--- config.mk ---
export PLATFORM = sky130hd
export DESIGN_NAME = signed_int32_divider_core
export DESIGN_NICKNAME = d
export VERILOG_FILES = /design/src/hw/rtl/sid_pkg.sv /design/src/hw/rtl/sid_cell.sv /design/src/hw/rtl/signed_int32_divider_core.sv
export SDC_FILE = /design/constraint.sdc
export NUM_CORES = 1
export LEC_CHECK = 0
export ABC_AREA = 1
export BUFFER_PORTS_ARGS = -buffer_cell sky130_fd_sc_hd__buf_2
export CAP_MARGIN = 20
export CORE_MARGIN = 2
export CORE_UTILIZATION = 60
export DETAILED_ROUTE_END_ITERATION = 16
export PLACE_DENSITY = 0.81
export SETUP_SLACK_MARGIN = 0.15
export SLEW_MARGIN = 20
export SYNTH_ARGS = -nofsm -noshare
export SYNTH_HDL_FRONTEND = slang
export SYNTH_HIERARCHICAL = 1
export SYNTH_SLANG_ARGS = --single-unit
--- constraint.sdc ---
create_clock -name i_clk -period 20.9 [get_ports i_clk]
set_input_delay 4.18 -clock i_clk [delete_from_list [all_inputs] [get_ports i_clk]]
set_output_delay 4.18 -clock i_clk [all_outputs]
set_load 0.005 [all_outputs]
--- src/hw/rtl/sid_pkg.sv ---
// Shared types and constants for the signed integer divider.
// Used by sid_cell and signed_int32_divider_core; no dependencies.
package sid_pkg;

    // Default operand width
    localparam int DATA_WIDTH = 32;

    // Result status codes (carried on tuser)
    typedef enum logic [1:0] {
        ST_OK   = 2'd0,
        ST_SAT  = 2'd1,
        ST_DIV0 = 2'd2
    } t_status;

    // Control broadcast to every cell of the chain
    typedef struct packed {
        logic load;  // capture operand magnitudes, clear remainder
        logic step;  // one shift-and-subtract iteration
    } t_cell_ctrl;

endpackage

--- src/hw/rtl/sid_cell.sv ---
// One bit slice of the restoring divider chain: remainder, divisor and
// dividend/quotient bits plus the slice of the borrow chain.
// Depends on sid_pkg.
module sid_cell (
    input  logic                i_clk,
    input  sid_pkg::t_cell_ctrl i_ctrl,
    input  logic                i_ld_q,    // dividend magnitude bit
    input  logic                i_ld_dvs,  // divisor magnitude bit
    input  logic                i_rem,     // shifted-in remainder bit from lower cell
    input  logic                i_q,       // shifted-in quotient bit from lower cell
    input  logic                i_borrow,  // borrow from lower cell
    input  logic                i_take,    // subtract result accepted
    output logic                o_rem,
    output logic                o_q,
    output logic                o_borrow
);

    logic r_rem;
    logic r_q;
    logic r_dvs;
    logic w_diff;

    // Ripple subtract slice: shifted remainder minus divisor
    assign w_diff   = i_rem ^ r_dvs ^ i_borrow;
    assign o_borrow = (~i_rem & r_dvs) | (~(i_rem ^ r_dvs) & i_borrow);

    always_ff @(posedge i_clk) begin
        if (i_ctrl.load) begin
            r_rem <= 1'b0;
            r_q   <= i_ld_q;
            r_dvs <= i_ld_dvs;
        end else if (i_ctrl.step) begin
            r_rem <= i_take ? w_diff : i_rem;
            r_q   <= i_q;
        end
    end

    assign o_rem = r_rem;
    assign o_q   = r_q;

endmodule

--- src/hw/rtl/signed_int32_divider_core.sv ---
// Signed integer divider, truncating toward zero, built from a chain of
// bit-slice cells. Depends on sid_pkg and sid_cell.
//
// Usage:
//   Slave channel (i_s_*): one transfer carries dividend and divisor.
//   Master channel (o_m_*): one transfer per input carries the quotient,
//   with the status code on tuser (ok, saturated, divide by zero).
//   Quotients truncate toward zero. The most negative value divided by
//   minus one saturates to the largest positive value with status SAT.
//   A zero divisor returns a zero quotient with status DIV0.
// Timing:
//   The cell chain is loaded at the input transfer, then runs one
//   shift-and-subtract iteration per cycle until every quotient bit is
//   formed; the sign fix-up then writes the result into the output
//   register once it is free. A new input is accepted only after the
//   fix-up, as the single chain that handles one quotient bit per cycle
//   works on one division at a time.
// Reset and stall:
//   Synchronous active-low reset empties the block. The output register
//   holds its result until taken; a new input is accepted meanwhile and
//   the sign fix-up waits while the output register is still occupied.
module signed_int32_divider_core #(
    parameter int DATA_WIDTH = sid_pkg::DATA_WIDTH
) (
    input  logic                                  i_clk,
    input  logic                                  i_rst_n,
    // slave side
    input  logic                                  i_s_tvalid,
    output logic                                  o_s_tready,
    // [DATA_WIDTH-1:0] dividend, [2*DATA_WIDTH-1:DATA_WIDTH] divisor, zero pad
    input  logic [((2*DATA_WIDTH+7)/8)*8-1:0]     i_s_tdata,
    // master side
    output logic                                  o_m_tvalid,
    input  logic                                  i_m_tready,
    // [DATA_WIDTH-1:0] quotient, zero pad
    output logic [((DATA_WIDTH+7)/8)*8-1:0]       o_m_tdata,
    // [1:0] status
    output logic [1:0]                            o_m_tuser
);

    localparam int OUT_TDATA_W = ((DATA_WIDTH + 7) / 8) * 8;
    localparam int CNT_W       = $clog2(DATA_WIDTH);

    typedef enum logic [1:0] {
        S_IDLE,
        S_BUSY,
        S_FIX
    } t_state;

    t_state                  r_state;
    logic [CNT_W-1:0]        r_cnt;
    logic                    r_neg;        // operand signs differ
    logic                    r_div0;       // divisor was zero
    logic                    r_m_valid;
    logic [OUT_TDATA_W-1:0]  r_m_tdata;
    logic [1:0]              r_m_tuser;

    logic                    w_s_xfer;
    logic                    w_out_free;
    logic                    n_m_valid;
    logic [DATA_WIDTH-1:0]   w_dvd;
    logic [DATA_WIDTH-1:0]   w_dvs;
    logic [DATA_WIDTH-1:0]   w_dvd_mag;
    logic [DATA_WIDTH-1:0]   w_dvs_mag;
    sid_pkg::t_cell_ctrl     w_ctrl;
    logic                    w_take;
    logic [DATA_WIDTH-1:0]   w_rem;
    logic [DATA_WIDTH-1:0]   w_quo;
    logic [DATA_WIDTH:0]     w_borrow;
    logic [DATA_WIDTH-1:0]   n_quo;
    sid_pkg::t_status        n_status;

    assign o_s_tready = (r_state == S_IDLE);
    assign w_s_xfer   = i_s_tvalid && o_s_tready;
    assign w_out_free = !r_m_valid || i_m_tready;

    // Output valid: set when the fix-up writes, cleared when taken
    assign n_m_valid = ((r_state == S_FIX) && w_out_free) || (r_m_valid && !i_m_tready);

    // Operand magnitudes for loading the chain
    assign w_dvd     = i_s_tdata[DATA_WIDTH-1:0];
    assign w_dvs     = i_s_tdata[2*DATA_WIDTH-1:DATA_WIDTH];
    assign w_dvd_mag = w_dvd[DATA_WIDTH-1] ? (~w_dvd + 1'b1) : w_dvd;
    assign w_dvs_mag = w_dvs[DATA_WIDTH-1] ? (~w_dvs + 1'b1) : w_dvs;

    assign w_ctrl.load = w_s_xfer;
    assign w_ctrl.step = (r_state == S_BUSY);

    // No borrow out of the top slice: shifted remainder >= divisor
    assign w_borrow[0] = 1'b0;
    assign w_take      = ~w_borrow[DATA_WIDTH];

    // Cell chain: remainder and quotient both shift up one slice per step;
    // the dividend MSB feeds the remainder, the new quotient bit enters at 0.
    for (genvar g = 0; g < DATA_WIDTH; g++) begin : g_cell
        logic w_rem_in;
        logic w_q_in;
        if (g == 0) begin : g_first
            assign w_rem_in = w_quo[DATA_WIDTH-1];
            assign w_q_in   = w_take;
        end else begin : g_rest
            assign w_rem_in = w_rem[g-1];
            assign w_q_in   = w_quo[g-1];
        end
        sid_cell u_cell (
            .i_clk    (i_clk),
            .i_ctrl   (w_ctrl),
            .i_ld_q   (w_dvd_mag[g]),
            .i_ld_dvs (w_dvs_mag[g]),
            .i_rem    (w_rem_in),
            .i_q      (w_q_in),
            .i_borrow (w_borrow[g]),
            .i_take   (w_take),
            .o_rem    (w_rem[g]),
            .o_q      (w_quo[g]),
            .o_borrow (w_borrow[g+1])
        );
    end

    // Sign restore and special cases
    always_comb begin
        n_quo    = w_quo;
        n_status = sid_pkg::ST_OK;
        if (r_div0) begin
            n_quo    = '0;
            n_status = sid_pkg::ST_DIV0;
        end else if (r_neg) begin
            n_quo = ~w_quo + 1'b1;
        end else if (w_quo[DATA_WIDTH-1]) begin
            n_quo    = {1'b0, {(DATA_WIDTH-1){1'b1}}};
            n_status = sid_pkg::ST_SAT;
        end
    end

    always_ff @(posedge i_clk) begin
        if (!i_rst_n) begin
            r_state   <= S_IDLE;
            r_cnt     <= '0;
            r_m_valid <= 1'b0;
        end else begin
            r_m_valid <= n_m_valid;
            case (r_state)
                S_IDLE: begin
                    if (w_s_xfer) begin
                        r_state <= S_BUSY;
                        r_cnt   <= '0;
                        r_neg   <= w_dvd[DATA_WIDTH-1] ^ w_dvs[DATA_WIDTH-1];
                        r_div0  <= (w_dvs == '0);
                    end
                end
                S_BUSY: begin
                    r_cnt <= r_cnt + 1'b1;
                    if (r_cnt == CNT_W'(DATA_WIDTH - 1)) begin
                        r_state <= S_FIX;
                    end
                end
                S_FIX: begin
                    if (w_out_free) begin
                        r_state   <= S_IDLE;
                        r_m_tdata <= OUT_TDATA_W'(n_quo);
                        r_m_tuser <= n_status;
                    end
                end
                default: begin
                    r_state <= S_IDLE;
                end
            endcase
        end
    end

    assign o_m_tvalid = r_m_valid;
    assign o_m_tdata  = r_m_tdata;
    assign o_m_tuser  = r_m_tuser;

    // Assertions
    a_load_starts: assert property (@(posedge i_clk) disable iff (!i_rst_n)
        w_s_xfer |=> (r_state == S_BUSY) && (r_cnt == '0))
        else $error("input transfer did not start the iteration");

    a_fix_emits: assert property (@(posedge i_clk) disable iff (!i_rst_n)
        (r_state == S_FIX) && w_out_free |=> o_m_tvalid && (r_state == S_IDLE))
        else $error("sign fix-up did not produce a result");

    a_sat_value: assert property (@(posedge i_clk) disable iff (!i_rst_n)
        o_m_tvalid && (o_m_tuser == sid_pkg::ST_SAT) |->
            (o_m_tdata[DATA_WIDTH-1:0] == {1'b0, {(DATA_WIDTH-1){1'b1}}}))
        else $error("saturated result is not the largest positive value");

    a_div0_value: assert property (@(posedge i_clk) disable iff (!i_rst_n)
        o_m_tvalid && (o_m_tuser == sid_pkg::ST_DIV0) |->
            (o_m_tdata[DATA_WIDTH-1:0] == '0))
        else $error("divide by zero result is not zero");

endmodule
==> results.txt <==
Max Freq: 0.0630 GHz
core area: 0.0160 sq mm
cell at the slowest stage of the critical path: edfxtp_1
Starting Density: 0.620
die footprint: 0.0176 sq mm
Max Cap Viol: 0
CTS tree: yes
Post-Syn Area: 0.00991 sq mm
Syn Area/Cell: 7.16 sq um
clk sinks: 139
Clock Skews: 0.00741 ns
detailed placement HPWL: 16.2 mm
layout cells sized above 1: 0.137
DRT Pass-1 Iters: 5
routed wire length: 22.1 mm
slew margin rel.: 0.381
Vias/cell: 5.05
Root Driver: clkbuf_16
setup bufs post-CTS: 0
DRT iter0 DRCs: 781
total power: 0.850 mW
CP Class: flop to flop
wire per inst: 12.8 um
Max FO, Critical Path: 63
final max-slew violation count: 0
status: finished, final reports clean
Lkg Pwr: 5.52 nW
cell family with most CP delay: adder cells
n_diodes: 0
Hold WC Path Type: flop to flop
Slew @ Worst Pin: 0.928 ns
Gate Count Post-Synth: 1385
Total GRT Usage: 0.258
area grow syn2layout: 13.6%
largest net degree at the start of global routing: 101
Yosys warning total: 6
startpoint types: flop
via count of the routed design: 8710
post-placement cell count: 1692
RSZ-0062 raised after global routing: no
Die W: 133 um
Hold Vio Cnt, Final: 0
vias in the first global route: 8032
Worst-path clk slew: 0.06 ns
post-cts sizing count: 0
PwrDens: 75.4 mW/mm^2
Crit. End Element: flop
final-layout fill cell count: 1318
GP Congestion: 0.946
htree depth: 4
Post-Layout Inst Area: 0.0113 sq mm
DR DRC count: 0
first-pass GRT wire length: 36.7 mm
FF+latch area: 0.00378 sq mm
syn_nets: 1491
initial antenna violation count: 1
CTS max path bufs: 2
Worst path most repeated cell: inv_1
setup tns final: 0 ns
placed cell areas: 0.0107 sq mm
Site Rows: 46
Final Non-Filler Cells: 1724
WP buf/inv: 66
die height: 133 um
ANT nets after route: 0
CP peak stage delay: 0.46 ns
Worst EP arrival: 16.20 ns
PortBufs: 103
Skew-Pair Late Insertion Delay: 0.42 ns
WP data required: 21.22 ns
multi-input logic area: 0.00496 sq mm
TritonCTS Buffers: 17
Hold-fix buffers, CTS: 0
# IOs: 104
fin crit period: 15.88 ns
GRT overflow: 0
Final nets: 1601
Final period util: 0.760
Peak VDD IR: 0.0559 mV
final setup fails: 0
==> path summary, 6_finish.rpt <==
check | from | cells past startpoint | slack [ns] | end
setup / recovery | g_cell[31].u_cell/o_q | 101 | 5.02 | g_cell[7].u_cell/o_rem
hold / removal | r_cnt[3] | 2 | 0.48 | r_cnt[3]
setup reg to reg | g_cell[31].u_cell/o_q | 101 | 5.02 | g_cell[7].u_cell/o_rem
hold reg to reg | r_cnt[3] | 2 | 0.48 | r_cnt[3]
==> stage by stage <==
step / util / setup WS [ns] / hold WS (ns)
after global placement: 0.666 / 5.51 / 0.452
after global routing: 0.704 / 3.92 / 0.502
after floorplan: - / 5.51 / 0.441
after detailed placement: 0.666 / 5.16 / 0.465
final: 0.704 / 5.02 / 0.476
after CTS: 0.704 / 4.93 / 0.476
==> sequential cells by signal, indices dropped and copies added, names as in the netlist <==
register             flops
r_state                  2
r_div0                   1
o_m_tdata               32
r_neg                    1
o_m_tuser                2
o_m_tvalid               1
g_cell.u_cell/r_dvs     32
g_cell.u_cell/o_q       32
r_cnt                    5
g_cell.u_cell/o_rem     31
==> cell type report <==
type                    instances  area share
clock buffers                  24      0.0465
flip-flops and latches        139       0.336
clock inverters                 8     0.00678
repair buffers                108      0.0491
well taps                     216      0.0240
inverters                     290      0.0969
multi-input cells             939       0.441
==> tightest hold or removal path, cell delays in order (launching register included) <==
cell	delay, ns
dfxtp_1	0.31
nand2_1	0.06
a21oi_1	0.06
==> power breakdown <==
group / internal, mW / leakage (nW) / switching [mW] / total, mW
clock: 0.188 / 0.298 / 0.114 / 0.301
sequential: 0.328 / 1.28 / 0.0250 / 0.353
combinational: 0.0716 / 3.94 / 0.124 / 0.196
total: 0.587 / 5.52 / 0.263 / 0.850
==> routing by layer <==
layer	GRT usage	part of all wire	wire length [um]	vias up
met1	0.324	0.42	9320	3892
met3	0.0356	0.053	1170	54
met2	0.443	0.49	10900	272
li1	-	-	-	4492
met5	0	0	0	-
met4	0.116	0.033	724	0
==> cells in the final DEF (no fill, tap or decap), types with 6 or more instances in the layout <==
cell         n
dfxtp_1     39
nor2_4       7
nor2_2      43
a31oi_1      8
fa_1        32
clkbuf_16   19
o21ai_0     65
nand4_1     23
edfxtp_1   100
nand3_1     89
inv_1      284
nor3_1       6
buf_2      103
nand2_2      6
a21oi_1     23
xor2_1      29
xnor2_1     11
nand2_1    344
ha_1         6
nor2_1     187
o21ai_1      9
or2_1       32
No activity file was read; power rests on OpenSTA's default activity.
